`src/rtl/core/lobm_pkg.sv`:
```
// ----------------------------------------------------------------------------
// Order book matcher package
// Shared codes, widths and types for the order book matching core.
// ----------------------------------------------------------------------------
package lobm_pkg;

   localparam int BOOK_SLOTS_DEF = 32;

   localparam int PRICE_W = 32;
   localparam int QTY_W   = 32;
   localparam int ID_W    = 32;
   localparam int TS_W    = 48;
   localparam int WORD_W  = 1 + PRICE_W + QTY_W + ID_W;

   localparam logic [1:0] MODE_LIMIT  = 2'd0;
   localparam logic [1:0] MODE_MARKET = 2'd1;
   localparam logic [1:0] MODE_CANCEL = 2'd2;

   localparam logic       SIDE_BUY  = 1'b0;
   localparam logic       SIDE_SELL = 1'b1;

   localparam logic       KIND_TRADE    = 1'b0;
   localparam logic       KIND_COMPLETE = 1'b1;

   localparam logic [1:0] STATUS_OK        = 2'd0;
   localparam logic [1:0] STATUS_NOT_FOUND = 2'd1;
   localparam logic [1:0] STATUS_BOOK_FULL = 2'd2;

   localparam logic [1:0] SCAN_MATCH  = 2'd0;
   localparam logic [1:0] SCAN_CANCEL = 2'd1;
   localparam logic [1:0] SCAN_BID    = 2'd2;
   localparam logic [1:0] SCAN_ASK    = 2'd3;

   typedef struct packed {
      logic               valid;
      logic               side;
      logic [PRICE_W-1:0] price;
      logic [ID_W-1:0]    id;
   } elem_type;

   typedef struct packed {
      logic               hit;
      logic [PRICE_W-1:0] price;
      logic [ID_W-1:0]    id;
   } cand_type;

endpackage

```
`src/rtl/core/lobm_ram.sv`:
```
// ----------------------------------------------------------------------------
// Generic RAM
// Single write port, single read port with registered read data.
// ----------------------------------------------------------------------------
module lobm_ram #(
   parameter int WIDTH = 8,
   parameter int DEPTH = 16,
   parameter int ADDR_W = (DEPTH > 1) ? $clog2(DEPTH) : 1
) (
   input  logic              clock,
   input  logic              wr_en,
   input  logic [ADDR_W-1:0] wr_addr,
   input  logic [WIDTH-1:0]  wr_data,
   input  logic [ADDR_W-1:0] rd_addr,
   output logic [WIDTH-1:0]  rd_data
);
   logic [WIDTH-1:0] mem_ff [DEPTH];

   always_ff @(posedge clock) begin
      if (wr_en) begin
         mem_ff[wr_addr] <= wr_data;
      end
      rd_data <= mem_ff[rd_addr];
   end
endmodule

```
`src/rtl/core/lobm_cmp.sv`:
```
// ----------------------------------------------------------------------------
// Slot compare unit
// Decides whether the slot just read replaces the current scan candidate.
// ----------------------------------------------------------------------------
module lobm_cmp (
   input  logic [1:0]              scan_kind,
   input  logic                    want_side,
   input  logic [lobm_pkg::ID_W-1:0] cancel_id,
   input  lobm_pkg::cand_type      cand,
   input  lobm_pkg::elem_type      elem,
   output logic                    take
);
   import lobm_pkg::*;

   logic better;

   always_comb begin
      if (elem.price == cand.price) begin
         better = elem.id < cand.id;
      end else if (want_side == SIDE_SELL) begin
         better = elem.price < cand.price;
      end else begin
         better = elem.price > cand.price;
      end
   end

   // A cancel takes the first matching slot; every other scan keeps the best one.
   always_comb begin
      if (scan_kind == SCAN_CANCEL) begin
         take = elem.valid && (elem.id == cancel_id) && !cand.hit;
      end else begin
         take = elem.valid && (elem.side == want_side) && (!cand.hit || better);
      end
   end
endmodule

```
`src/rtl/core/limit_order_book_matcher_core.sv`:
```
// Sequence: an order scans the slot store for its best match, trades with it and scans
// again until it is filled or nothing crosses; a limit order's remainder is then posted.
// A cancel scans for its id and clears that slot. Both end with a bid scan, an ask scan and
// the completion transfer; a stalled transfer holds the core in its trade or done state.
// Throughput: one item at a time; the next is accepted once the core is back in idle.
// Reset clears the slot valid bits, sequencer and output valid; next order id is one.
// ----------------------------------------------------------------------------
// Order book matcher core
// Price-time priority matching over a slot store, one slot compared per cycle.
// ----------------------------------------------------------------------------
module limit_order_book_matcher_core #(
   parameter int BOOK_SLOTS = lobm_pkg::BOOK_SLOTS_DEF
) (
   input  logic                        clock,
   input  logic                        reset,
   input  logic                        req_valid,
   output logic                        req_ready,
   input  logic [1:0]                  req_mode,
   input  logic                        req_side,
   input  logic [lobm_pkg::PRICE_W-1:0] req_price,
   input  logic [lobm_pkg::QTY_W-1:0]  req_quantity,
   input  logic [lobm_pkg::TS_W-1:0]   req_timestamp,
   input  logic [lobm_pkg::ID_W-1:0]   req_cancel_id,
   output logic                        rsp_valid,
   input  logic                        rsp_ready,
   output logic                        rsp_kind,
   output logic [lobm_pkg::ID_W-1:0]   rsp_order_id,
   output logic [lobm_pkg::ID_W-1:0]   rsp_passive_id,
   output logic [lobm_pkg::PRICE_W-1:0] rsp_price_res,
   output logic [lobm_pkg::QTY_W-1:0]  rsp_quantity_res,
   output logic [lobm_pkg::TS_W-1:0]   rsp_timestamp_res,
   output logic [lobm_pkg::QTY_W-1:0]  rsp_remaining,
   output logic [1:0]                  rsp_status,
   output logic [lobm_pkg::PRICE_W-1:0] rsp_best_bid,
   output logic [lobm_pkg::PRICE_W-1:0] rsp_best_ask,
   output logic [lobm_pkg::PRICE_W-1:0] rsp_mid_price,
   output logic                        rsp_last
);
   import lobm_pkg::*;

   localparam int IDX_W = (BOOK_SLOTS > 1) ? $clog2(BOOK_SLOTS) : 1;
   localparam int CNT_W = $clog2(BOOK_SLOTS + 1);

   localparam logic [2:0] S_IDLE   = 3'd0;
   localparam logic [2:0] S_SCAN   = 3'd1;
   localparam logic [2:0] S_MATCH  = 3'd2;
   localparam logic [2:0] S_TRADE  = 3'd3;
   localparam logic [2:0] S_POST   = 3'd4;
   localparam logic [2:0] S_CANCEL = 3'd5;
   localparam logic [2:0] S_DONE   = 3'd6;

   logic [2:0]         state_ff, state_in;
   logic [1:0]         mode_ff, mode_in;
   logic               side_ff, side_in;
   logic [PRICE_W-1:0] price_ff, price_in;
   logic [QTY_W-1:0]   qty_ff, qty_in;
   logic [TS_W-1:0]    ts_ff, ts_in;
   logic [ID_W-1:0]    cid_ff, cid_in;
   logic [ID_W-1:0]    oid_ff, oid_in;
   logic [ID_W-1:0]    next_id_ff, next_id_in;
   logic [1:0]         status_ff, status_in;
   logic [BOOK_SLOTS-1:0] valid_ff, valid_in;

   logic [1:0]         kind_ff, kind_in;
   logic               want_ff, want_in;
   logic [CNT_W-1:0]   scan_idx_ff, scan_idx_in;
   logic               rd_vld_ff, rd_vld_in;
   logic [IDX_W-1:0]   rd_idx_ff, rd_idx_in;
   cand_type           cand_ff, cand_in;
   logic [IDX_W-1:0]   best_idx_ff, best_idx_in;
   logic [QTY_W-1:0]   best_qty_ff, best_qty_in;
   logic [QTY_W-1:0]   fill_ff, fill_in;
   logic [PRICE_W-1:0] bid_ff, bid_in;
   logic [PRICE_W-1:0] ask_ff, ask_in;

   logic               rsp_valid_ff, rsp_valid_in;
   logic               rsp_kind_ff, rsp_kind_in;
   logic [ID_W-1:0]    rsp_oid_ff, rsp_oid_in;
   logic [ID_W-1:0]    rsp_pid_ff, rsp_pid_in;
   logic [PRICE_W-1:0] rsp_price_ff, rsp_price_in;
   logic [QTY_W-1:0]   rsp_qty_ff, rsp_qty_in;
   logic [TS_W-1:0]    rsp_ts_ff, rsp_ts_in;
   logic [QTY_W-1:0]   rsp_rem_ff, rsp_rem_in;
   logic [1:0]         rsp_status_ff, rsp_status_in;
   logic [PRICE_W-1:0] rsp_bid_ff, rsp_bid_in;
   logic [PRICE_W-1:0] rsp_ask_ff, rsp_ask_in;
   logic [PRICE_W-1:0] rsp_mid_ff, rsp_mid_in;

   logic               ram_wr_en;
   logic [IDX_W-1:0]   ram_wr_addr;
   logic [WORD_W-1:0]  ram_wr_data;
   logic [WORD_W-1:0]  ram_rd_data;

   elem_type           elem;
   logic               take;
   logic               issue;
   logic               out_free;
   logic               free_found;
   logic [IDX_W-1:0]   free_idx;
   logic               crosses;
   logic [QTY_W-1:0]   qty_left;
   logic [QTY_W-1:0]   rest_left;
   logic [PRICE_W:0]   mid_sum;

   lobm_ram #(
      .WIDTH(WORD_W),
      .DEPTH(BOOK_SLOTS),
      .ADDR_W(IDX_W)
   ) u_slot_ram (
      .clock  (clock),
      .wr_en  (ram_wr_en),
      .wr_addr(ram_wr_addr),
      .wr_data(ram_wr_data),
      .rd_addr(scan_idx_ff[IDX_W-1:0]),
      .rd_data(ram_rd_data)
   );

   assign elem.valid = valid_ff[rd_idx_ff];
   assign elem.side  = ram_rd_data[WORD_W-1];
   assign elem.price = ram_rd_data[WORD_W-2 -: PRICE_W];
   assign elem.id    = ram_rd_data[ID_W-1:0];

   lobm_cmp u_cmp (
      .scan_kind(kind_ff),
      .want_side(want_ff),
      .cancel_id(cid_ff),
      .cand     (cand_ff),
      .elem     (elem),
      .take     (take)
   );

   // Lowest-numbered free slot for a resting remainder.
   always_comb begin
      free_found = 1'b0;
      free_idx   = '0;
      for (int i = BOOK_SLOTS - 1; i >= 0; i--) begin
         if (!valid_ff[i]) begin
            free_found = 1'b1;
            free_idx   = IDX_W'(i);
         end
      end
   end

   assign issue     = scan_idx_ff != CNT_W'(BOOK_SLOTS);
   assign out_free  = !rsp_valid_ff || rsp_ready;
   assign qty_left  = qty_ff - fill_ff;
   assign rest_left = best_qty_ff - fill_ff;
   assign mid_sum   = {1'b0, bid_ff} + {1'b0, ask_ff};

   always_comb begin
      if (side_ff == SIDE_BUY) begin
         crosses = !(cand_ff.price > price_ff);
      end else begin
         crosses = !(cand_ff.price < price_ff);
      end
   end

   always_comb begin
      state_in    = state_ff;
      mode_in     = mode_ff;
      side_in     = side_ff;
      price_in    = price_ff;
      qty_in      = qty_ff;
      ts_in       = ts_ff;
      cid_in      = cid_ff;
      oid_in      = oid_ff;
      next_id_in  = next_id_ff;
      status_in   = status_ff;
      valid_in    = valid_ff;
      kind_in     = kind_ff;
      want_in     = want_ff;
      scan_idx_in = scan_idx_ff;
      rd_vld_in   = 1'b0;
      rd_idx_in   = scan_idx_ff[IDX_W-1:0];
      cand_in     = cand_ff;
      best_idx_in = best_idx_ff;
      best_qty_in = best_qty_ff;
      fill_in     = fill_ff;
      bid_in      = bid_ff;
      ask_in      = ask_ff;

      rsp_valid_in  = rsp_valid_ff && !rsp_ready;
      rsp_kind_in   = rsp_kind_ff;
      rsp_oid_in    = rsp_oid_ff;
      rsp_pid_in    = rsp_pid_ff;
      rsp_price_in  = rsp_price_ff;
      rsp_qty_in    = rsp_qty_ff;
      rsp_ts_in     = rsp_ts_ff;
      rsp_rem_in    = rsp_rem_ff;
      rsp_status_in = rsp_status_ff;
      rsp_bid_in    = rsp_bid_ff;
      rsp_ask_in    = rsp_ask_ff;
      rsp_mid_in    = rsp_mid_ff;

      ram_wr_en   = 1'b0;
      ram_wr_addr = best_idx_ff;
      ram_wr_data = {~side_ff, cand_ff.price, rest_left, cand_ff.id};

      unique case (state_ff)
         S_IDLE: begin
            if (req_valid) begin
               mode_in     = req_mode;
               side_in     = req_side;
               price_in    = req_price;
               ts_in       = req_timestamp;
               cid_in      = req_cancel_id;
               status_in   = STATUS_OK;
               scan_idx_in = '0;
               cand_in     = '0;
               if (req_mode == MODE_LIMIT || req_mode == MODE_MARKET) begin
                  qty_in     = req_quantity;
                  oid_in     = next_id_ff;
                  next_id_in = (next_id_ff == '1) ? ID_W'(1) : next_id_ff + ID_W'(1);
                  kind_in    = SCAN_MATCH;
                  want_in    = ~req_side;
                  state_in   = (req_quantity == '0) ? S_POST : S_SCAN;
               end else if (req_mode == MODE_CANCEL) begin
                  qty_in   = '0;
                  oid_in   = req_cancel_id;
                  kind_in  = SCAN_CANCEL;
                  state_in = S_SCAN;
               end else begin
                  qty_in   = '0;
                  oid_in   = '0;
                  kind_in  = SCAN_BID;
                  want_in  = SIDE_BUY;
                  state_in = S_SCAN;
               end
            end
         end
         S_SCAN: begin
            // The RAM read data arrives in the cycle after its address is issued.
            if (rd_vld_ff && take) begin
               cand_in.hit   = 1'b1;
               cand_in.price = elem.price;
               cand_in.id    = elem.id;
               best_idx_in   = rd_idx_ff;
               best_qty_in   = ram_rd_data[QTY_W+ID_W-1:ID_W];
            end
            if (issue) begin
               rd_vld_in   = 1'b1;
               scan_idx_in = scan_idx_ff + CNT_W'(1);
            end else if (!rd_vld_ff) begin
               scan_idx_in = '0;
               cand_in     = '0;
               unique case (kind_ff)
                  SCAN_MATCH:  state_in = S_MATCH;
                  SCAN_CANCEL: state_in = S_CANCEL;
                  SCAN_BID: begin
                     bid_in  = cand_ff.hit ? cand_ff.price : '0;
                     kind_in = SCAN_ASK;
                     want_in = SIDE_SELL;
                  end
                  SCAN_ASK: begin
                     ask_in   = cand_ff.hit ? cand_ff.price : '0;
                     state_in = S_DONE;
                  end
                  default: state_in = S_DONE;
               endcase
               if (kind_ff == SCAN_MATCH || kind_ff == SCAN_CANCEL) begin
                  cand_in = cand_ff;
               end
            end
         end
         S_MATCH: begin
            if (!cand_ff.hit || (mode_ff == MODE_LIMIT && !crosses)) begin
               state_in = S_POST;
            end else begin
               fill_in  = (qty_ff < best_qty_ff) ? qty_ff : best_qty_ff;
               state_in = S_TRADE;
            end
         end
         S_TRADE: begin
            if (out_free) begin
               rsp_valid_in  = 1'b1;
               rsp_kind_in   = KIND_TRADE;
               rsp_oid_in    = oid_ff;
               rsp_pid_in    = cand_ff.id;
               rsp_price_in  = cand_ff.price;
               rsp_qty_in    = fill_ff;
               rsp_ts_in     = ts_ff;
               rsp_rem_in    = '0;
               rsp_status_in = STATUS_OK;
               rsp_bid_in    = '0;
               rsp_ask_in    = '0;
               rsp_mid_in    = '0;
               ram_wr_en     = 1'b1;
               if (best_qty_ff == fill_ff) begin
                  valid_in[best_idx_ff] = 1'b0;
               end
               qty_in      = qty_left;
               scan_idx_in = '0;
               cand_in     = '0;
               state_in    = (qty_left == '0) ? S_POST : S_SCAN;
            end
         end
         S_POST: begin
            if (mode_ff == MODE_LIMIT && qty_ff != '0) begin
               if (free_found) begin
                  ram_wr_en          = 1'b1;
                  ram_wr_addr        = free_idx;
                  ram_wr_data        = {side_ff, price_ff, qty_ff, oid_ff};
                  valid_in[free_idx] = 1'b1;
               end else begin
                  status_in = STATUS_BOOK_FULL;
               end
            end
            scan_idx_in = '0;
            cand_in     = '0;
            kind_in     = SCAN_BID;
            want_in     = SIDE_BUY;
            state_in    = S_SCAN;
         end
         S_CANCEL: begin
            if (cand_ff.hit) begin
               valid_in[best_idx_ff] = 1'b0;
            end else begin
               status_in = STATUS_NOT_FOUND;
            end
            cand_in  = '0;
            kind_in  = SCAN_BID;
            want_in  = SIDE_BUY;
            state_in = S_SCAN;
         end
         S_DONE: begin
            if (out_free) begin
               rsp_valid_in  = 1'b1;
               rsp_kind_in   = KIND_COMPLETE;
               rsp_oid_in    = oid_ff;
               rsp_pid_in    = '0;
               rsp_price_in  = '0;
               rsp_qty_in    = '0;
               rsp_ts_in     = ts_ff;
               rsp_rem_in    = qty_ff;
               rsp_status_in = status_ff;
               rsp_bid_in    = bid_ff;
               rsp_ask_in    = ask_ff;
               rsp_mid_in    = (bid_ff == '0 || ask_ff == '0) ? '0 : mid_sum[PRICE_W:1];
               state_in      = S_IDLE;
            end
         end
         default: state_in = S_IDLE;
      endcase
   end

   always_ff @(posedge clock) begin
      if (reset) begin
         state_ff     <= S_IDLE;
         next_id_ff   <= ID_W'(1);
         valid_ff     <= '0;
         rsp_valid_ff <= 1'b0;
         rd_vld_ff    <= 1'b0;
         scan_idx_ff  <= '0;
      end else begin
         state_ff     <= state_in;
         next_id_ff   <= next_id_in;
         valid_ff     <= valid_in;
         rsp_valid_ff <= rsp_valid_in;
         rd_vld_ff    <= rd_vld_in;
         scan_idx_ff  <= scan_idx_in;
      end
   end

   always_ff @(posedge clock) begin
      mode_ff       <= mode_in;
      side_ff       <= side_in;
      price_ff      <= price_in;
      qty_ff        <= qty_in;
      ts_ff         <= ts_in;
      cid_ff        <= cid_in;
      oid_ff        <= oid_in;
      status_ff     <= status_in;
      kind_ff       <= kind_in;
      want_ff       <= want_in;
      rd_idx_ff     <= rd_idx_in;
      cand_ff       <= cand_in;
      best_idx_ff   <= best_idx_in;
      best_qty_ff   <= best_qty_in;
      fill_ff       <= fill_in;
      bid_ff        <= bid_in;
      ask_ff        <= ask_in;
      rsp_kind_ff   <= rsp_kind_in;
      rsp_oid_ff    <= rsp_oid_in;
      rsp_pid_ff    <= rsp_pid_in;
      rsp_price_ff  <= rsp_price_in;
      rsp_qty_ff    <= rsp_qty_in;
      rsp_ts_ff     <= rsp_ts_in;
      rsp_rem_ff    <= rsp_rem_in;
      rsp_status_ff <= rsp_status_in;
      rsp_bid_ff    <= rsp_bid_in;
      rsp_ask_ff    <= rsp_ask_in;
      rsp_mid_ff    <= rsp_mid_in;
   end

   assign req_ready         = state_ff == S_IDLE;
   assign rsp_valid         = rsp_valid_ff;
   assign rsp_kind          = rsp_kind_ff;
   assign rsp_order_id      = rsp_oid_ff;
   assign rsp_passive_id    = rsp_pid_ff;
   assign rsp_price_res     = rsp_price_ff;
   assign rsp_quantity_res  = rsp_qty_ff;
   assign rsp_timestamp_res = rsp_ts_ff;
   assign rsp_remaining     = rsp_rem_ff;
   assign rsp_status        = rsp_status_ff;
   assign rsp_best_bid      = rsp_bid_ff;
   assign rsp_best_ask      = rsp_ask_ff;
   assign rsp_mid_price     = rsp_mid_ff;
   assign rsp_last          = rsp_kind_ff;

`ifndef ASSERT_OFF
   a_next_id_nonzero: assert property (@(posedge clock) disable iff (reset)
      next_id_ff != '0) else $error("order id counter reached zero");

   a_no_write_in_scan: assert property (@(posedge clock) disable iff (reset)
      state_ff == S_SCAN |-> !ram_wr_en) else $error("slot write during a scan");

   a_fill_nonzero: assert property (@(posedge clock) disable iff (reset)
      state_ff == S_TRADE |-> (fill_ff != '0 && cand_ff.hit))
      else $error("trade without a filled resting order");

   a_trade_not_last: assert property (@(posedge clock) disable iff (reset)
      (rsp_valid && rsp_kind == KIND_TRADE) |-> !rsp_last)
      else $error("trade transfer marked as last");
`endif
endmodule
```
`config.mk`:
```
export PLATFORM = sky130hd
export DESIGN_NAME = limit_order_book_matcher_core
export DESIGN_NICKNAME = d
export VERILOG_FILES = /design/src/rtl/core/lobm_pkg.sv /design/src/rtl/core/lobm_ram.sv /design/src/rtl/core/lobm_cmp.sv /design/src/rtl/core/limit_order_book_matcher_core.sv
export SDC_FILE = /design/constraint.sdc
export NUM_CORES = 2
export LEC_CHECK = 0
export ABC_AREA = 1
export BUFFER_PORTS_ARGS = -buffer_cell sky130_fd_sc_hd__buf_2
export CAP_MARGIN = 15
export CORE_ASPECT_RATIO = 1.75
export CORE_MARGIN = 1
export CORE_UTILIZATION = 40
export CTS_BUF_LIST = sky130_fd_sc_hd__clkbuf_8
export DETAILED_ROUTE_END_ITERATION = 8
export GPL_ROUTABILITY_DRIVEN = 0
export PLACE_DENSITY_LB_ADDON = 0.25
export SYNTH_ARGS = -nofsm -noshare
export SYNTH_HDL_FRONTEND = slang
export SYNTH_SLANG_ARGS = --single-unit
export TNS_END_PERCENT = 1
```
`constraint.sdc`:
```
create_clock -name clock -period 36.2 [get_ports clock]
set_clock_uncertainty 0.05 [all_clocks]
set_input_delay 3.62 -clock clock [delete_from_list [all_inputs] [get_ports clock]]
set_output_delay 3.62 -clock clock [all_outputs]
set_load 0.1 [all_outputs]
```
Yosys cells after proc, flatten, opt, wreduce, memory -nomap -nowiden

Memory sizes are Yosys's and may differ from the RTL's. A register that Yosys moved wholly into a read port is not among the register bits.
Index checks and enable logic that the tools add are counted.

Register bits: 769
RAM bits: 3104
Bits of input ports: 151
Output and inout port bits: 310
Word-level logic and storage cells: 320
Memories: 1

Memory list:

| memory            | words | width | rd ports | clocked after memory_dff | wr ports | RTL line       | text |
|---|---|---|---|---|---|---|---|
| u_slot_ram.mem_ff | 32    | 97    | 1        | 1                        | 1        | lobm_ram.sv:17 | `logic [WIDTH-1:0] mem_ff [DEPTH];` |

Add/subtract/negate cells: 5
Order comparisons: 11
Equal/unequal tests: 33
Mux-type cells: 168
Bitwise operators: 9
Reductions and logical operators: 57

Operators by type and width:

| cell                                          | number |
|---|---|
| two-way mux 32 bit                            | 22 |
| case mux 32 bit (2 select lines)              | 8 |
| two-way mux 65 bit                            | 6 |
| two-way mux 97 bit                            | 3 |
| case mux 65 bit (4 select lines)              | 1 |
| two-way mux 5 bit                             | 35 |
| zero test 32 bit                              | 4 |
| < comparator 32 bit                           | 4 |
| equality test 32 bit                          | 3 |
| case mux 32 bit (3 select lines)              | 1 |
| greater-than comparator 32 bit                | 2 |
| subtractor 32 bit                             | 2 |
| two-way mux 1 bit                             | 55 |
| adder 32 x 32 -> 33 bit                       | 1 |
| adder 32 x 1 -> 32 bit, second input constant | 1 |
| bitwise AND 32 bit                            | 1 |
| equality test 32 bit, second input constant   | 1 |
| NOT 32 bit                                    | 1 |
| bitwise OR 32 bit                             | 1 |
| nonzero test 32 bit                           | 1 |
| two-way mux 3 bit                             | 9 |
| two-way mux 2 bit                             | 12 |
| two-way mux 6 bit                             | 4 |
| case mux 6 bit (4 select lines)               | 1 |
| other kinds (38)                              | 104 |

Longest topological paths before layout

Depth in word-level cells: 40
Mapped depth: 35
Gate-level depth less buffers: 35

Hierarchy

Synthesis repeated with hierarchy kept, for this count alone.

Cells, all modules: 14308
Area total of the unflattened synthesis: 165418.6 um^2

By module, submodules not included:

| module                        | times used | cells an instance | area an instance (um^2) | sequential area each (um^2) |
|---|---|---|---|---|
| lobm_ram                      | 1          | 10215             | 126032.1                | 95151.3 |
| limit_order_book_matcher_core | 1          | 3735              | 37213.2                 | 22291.4 |
| lobm_cmp                      | 1          | 358               | 2173.3                  | 0.0 |

Least setup slack after synthesis

No wires, ideal clock.

Path type: input to register
Start: input rsp_ready
End: register rsp_ask_ff[0], in the netlist rsp_best_ask[0], enable pin
Setup time: 0.891 ns
Data arrival time: 14.641 ns
Data required time: 35.259 ns
Slack: 20.618 ns
Stages: 2
Buffers on the path: 0
Path through: nor2_1 -> a21oi_1

Longest elaborated chain between the ends: 3
Elaborated cells on any way between the ends: 4
Classes of those cells: eq/ne: 2; reduce/logical: 2

Ends and longest elaborated chain:

| element                         | RTL line                             | text |
|---|---|---|
| from (decl)                     | limit_order_book_matcher_core.sv:25  | `input logic rsp_ready,` |
| logical OR 1 bit *              | limit_order_book_matcher_core.sv:145 | `assign out_free = !rsp_valid_ff \|\| rsp_ready;` |
| inequality test 2 bit (no line) | --                                   |  |
| AND reduction 3 bit (no line) * | --                                   |  |
| to (signal assigned)            | limit_order_book_matcher_core.sv:391 | `rsp_ask_ff <= rsp_ask_in;` |
| to (decl)                       | limit_order_book_matcher_core.sv:86  | `logic [PRICE_W-1:0] rsp_ask_ff, rsp_ask_in;` |

Mark *: on every way between the ends. The rest lies on a longest branch, timed or not.
A chain may end at the register's enable or synchronous reset.

Worst setup path after layout

Start: register qty_ff[15]
End: memory u_slot_ram.mem_ff[19][78] in the netlist's numbering, enable pin

Longest elaborated chain between the ends: 6
Elaborated cells on any way between the ends: 8
Classes of those cells: mux: 6; reduce/logical: 2

Ends and longest elaborated chain:

| element                                 | RTL line                             | text |
|---|---|---|
| from (decl)                             | limit_order_book_matcher_core.sv:56  | `logic [QTY_W-1:0] qty_ff, qty_in;` |
| from (signal assigned)                  | limit_order_book_matcher_core.sv:368 | `qty_ff <= qty_in;` |
| nonzero test 32 bit *                   | limit_order_book_matcher_core.sv:298 | `if (mode_ff == MODE_LIMIT && qty_ff != '0) begin` |
| logical AND 1 bit *                     | limit_order_book_matcher_core.sv:298 |  |
| two-way mux 1 bit                       | limit_order_book_matcher_core.sv:298 |  |
| case mux 1 bit (2 select lines)         | limit_order_book_matcher_core.sv:199 | `unique case (state_ff)` |
| two-way mux 1 bit                       | lobm_ram.sv:20                       | `if (wr_en) begin` |
| two-way mux 1 bit (implied by the code) | lobm_ram.sv:21                       | `mem_ff[wr_addr] <= wr_data;` |
| to (decl)                               | lobm_ram.sv:17                       |  |

Marks and branches as above.

==> impl_metrics.py <==
metrics = {
    "yosys": {
        "synth_area_mm2": 0.160,
        "syn_area_per_cell_um2": 12.7,
        "ys_warn_count": 0,
        "ys_seq_area_share_pct": 73.2,
        "synth_edf_count": 3793,
        "synthArstFlopShare_pct": 0,
        "synth_cells": 12700,
        "syn_nets": 13100,
        "synth_ff_type": "edfxtp_1",
        "synth_cell_types": 63,
        "ys_ff_latch": 3970,
    },
    "detailed_routing": {
        "post_drt_via_cell_ratio": 5.69,
        "wire_per_inst_um": 26.1,
        "drt-total-wl_um": 491000,
        "postRouteAntennaNets": 0,
        "post-route-drc-count": 0,
        "vias": 107000,
        "drtIter0Drc": 11200,
        "dr.pass1.iters": 6,
    },
    "floorplan": {
        "design.die.area_mm2": 0.404,
        "rows": 307,
        "start_util_pct": 40.2,
        "io_pins": 461,
        "die_h_um": 840,
        "core_area_mm2": 0.399,
        "die_x_um": 481,
    },
    "placement": {
        "pre_cts_slack_ns": 28.74,
        "dp.cells": 17900,
        "dp_hpwl_um": 293000,
        "portBuffers": 460,
    },
    "sta": {
        "finalCriticalPeriod_ns": 6.70,
        "setup_ws_ns": 29.50,
        "setup_tns_ns": 0,
        "setup_viol": 0,
        "maxSlewHeadroom_pct": 6.86,
        "rsz0062_at_grt": "no",
        "period_share_pct": 18.5,
        "fmax_mhz": 149,
        "hold_violations": 0,
        "tightest_slew_ns": 1.39,
        "slew_violations": 0,
    },
    "worst_setup_path": {
        "worstPathMaxFanout": 46,
        "path_buf_inv": 5,
        "critical_path_class": "reg -> reg",
        "reg2reg_from": "qty_ff[15]",
        "endpoint_kind": "register",
        "r2r_cells": 13,
        "crit_arrival_ns": 7.34,
        "rr_endpoint": "u_slot_ram.mem_ff[19][78]",
        "crit_family": "simple AND/OR/NAND/NOR gates",
        "cpPeakStageDelay_ns": 0.89,
        "crit_path_top_delay_cell": "nor2_4",
        "required_ns": 36.83,
        "crit_chain": "nor4_1 -> nand4_1 -> o21ai_0 -> inv_1 -> nand2_4 -> inv_6 -> o21ai_1 -> inv_1 -> nor2_1 -> nand2_1 -> nor2_4 -> buf_4 -> buf_4",
        "r2r_slack_ns": 29.50,
        "worst_setup_path_start_kind": "register",
    },
    "global_routing": {
        "antenna_found_initial": 22,
        "grt_pass1_wl_um": 706000,
        "grtUsageTotal_pct": 23.6,
        "overflow": 0,
        "grt_max_degree": 179,
        "first_global_vias": 104000,
    },
    "final_layout": {
        "area_growth_pct": 12.1,
        "final_cells": 18800,
        "drive_gt1_share_pct": 11.8,
        "finalNetCount": 13600,
        "fillers": 36100,
    },
    "min_path": {
        "hold_path_end": "best_qty_ff[21]",
        "min-delay-start": "u_slot_ram.rd_data[53]",
        "hp-class": "reg -> reg",
        "hold_depth": 0,
    },
    "clock_network": {
        "ctsHoldBuffers": 0,
        "root_buffer": "clkbuf_8",
        "cts_sinks": 3970,
        "clk_path_buf_depth": 4,
        "cts_tree": "yes",
        "post-cts-setup-buffer-count": 0,
        "cts_resized": 0,
        "cts_made_buffers": 546,
        "cts.clk_slew.worst_paths_ns": 0.08,
        "clk_latency_ns": 1.06,
        "cts_max_level": 6,
    },
    "pwr": {
        "leakagePower_nw": 61.8,
        "peakVddDrop_mv": 0.0421,
        "powerDensity_mw_per_mm2": 63.1,
    },
    "run": {
        "drv_cap": 0,
    },
    "outcome": {
        "status": "complete, no violations",
    },
}
placed cells by master (no fill, tap or decap), types with 303 or more instances in the layout:
| master | n |
|---|---|
| edfxtp_1 | 3793 |
| buf_2 | 460 |
| nor2_1 | 1902 |
| nand3_1 | 303 |
| clkbuf_8 | 581 |
| nand2_1 | 1036 |
| o22ai_1 | 603 |
| inv_1 | 787 |
| o21ai_0 | 1843 |
| a21oi_1 | 342 |
flip-flops by register name (all words and copies together), names as in the netlist, 48 cells and up:
register	cells
u_slot_ram.mem_ff	3104
ts_ff	48
rsp_timestamp_res	48
u_slot_ram.rd_data	97
cand_ff	65
cell usage after synthesis, types with 66 or more instances:
| master | n | share of area, % |
|---|---|---|
| edfxtp_1 | 3793 | 71 |
| nor2_1 | 1941 | 4.5 |
| o21ai_0 | 1932 | 6.0 |
| nand2_1 | 1038 | 2.4 |
| clkbuf_1 | 709 | 1.7 |
| inv_1 | 635 | 1.5 |
| o22ai_1 | 603 | 2.4 |
| a21oi_1 | 344 | 1.1 |
| nand3_1 | 303 | 0.95 |
| ha_1 | 227 | 1.8 |
| dfxtp_1 | 177 | 2.2 |
| o221ai_1 | 175 | 0.96 |
| nand4_1 | 135 | 0.53 |
| o211ai_1 | 69 | 0.32 |
| nor3_1 | 66 | 0.21 |
per-stage QoR:
stage | cell area [µm²] | utilization (%) | hold WS, ns | power, mW
2_1_floorplan | 160000 | - | 0.279 | 7.16
3_3_place_gp | 169000 | 42.5 | 0.337 | 8.08
5_1_grt | 180000 | 45.0 | 0.345 | 11.8
6_report | 180000 | 45.0 | 0.336 | 11.3
3_5_place_dp | 170000 | 42.5 | 0.339 | 8.10
4_1_cts | 180000 | 45.0 | 0.343 | 11.4
worst max-delay path by stage:
stage                          start                        end  slack [ns]  cells after the start
final                     qty_ff[15]  u_slot_ram.mem_ff[19][78]       29.50                     13
after global routing      qty_ff[15]  u_slot_ram.mem_ff[19][25]       29.45                     13
after CTS                 qty_ff[15]  u_slot_ram.mem_ff[19][25]       29.52                     13
after detailed placement   rsp_ready  u_slot_ram.mem_ff[19][78]       28.74                     10
after global placement     rsp_ready  u_slot_ram.mem_ff[19][78]       28.77                     10
after floorplan            rsp_ready            rsp_best_ask[0]       20.62                      2
logic make-up after synthesis:
| family | share of synthesized area (%) |
|---|---|
| adder cells (fa/ha/maj) | 1.81 |
| flip-flops | 73.2 |
| AND/OR/NAND/NOR | 9.04 |
| buffers and inverters | 3.33 |
| XOR/XNOR | 0.519 |
| AO/OA/AOI/OAI | 12.1 |
power by group:
part	total (mW)	switching, mW	leakage [nW]	internal (mW)
sequential	5.73	0.151	36.1	5.58
combinational	2.31	1.77	20.1	0.538
clock	3.30	1.69	5.65	1.61
total	11.3	3.61	61.8	7.73
worst reg2reg max path: cells and delay by family (launching register included):
kind,cells,cell delay (ns)
buffers and inverters,5,1.79
AND/OR/NAND/NOR,6,2.93
AO/OA/AOI/OAI,2,0.97
flip-flops,1,0.49
cell type report:
| class | instances | area [µm²] | area share (%) |
|---|---|---|---|
| Clock inverter | 367 | 2020 | 1.13 |
| Timing Repair Buffer | 717 | 4510 | 2.51 |
| Antenna cell | 8 | 20.0 | 0.0111 |
| Clock buffer | 581 | 8000 | 4.45 |
| Inverter | 649 | 2490 | 1.39 |
| Multi-Input combinational cell | 7285 | 38600 | 21.5 |
| Sequential cell | 3970 | 117000 | 65.4 |
| Tap cell | 5253 | 6570 | 3.66 |
layer usage:
layer	share of wire (%)	GRT usage [%]	vias up
li1	-	-	47600
met3	6.9	2.94	945
met5	0.015	0	-
met2	51	41.7	4659
met4	4.2	9.39	10
met1	38	29.2	53900
(Power assumes the default switching activity.)
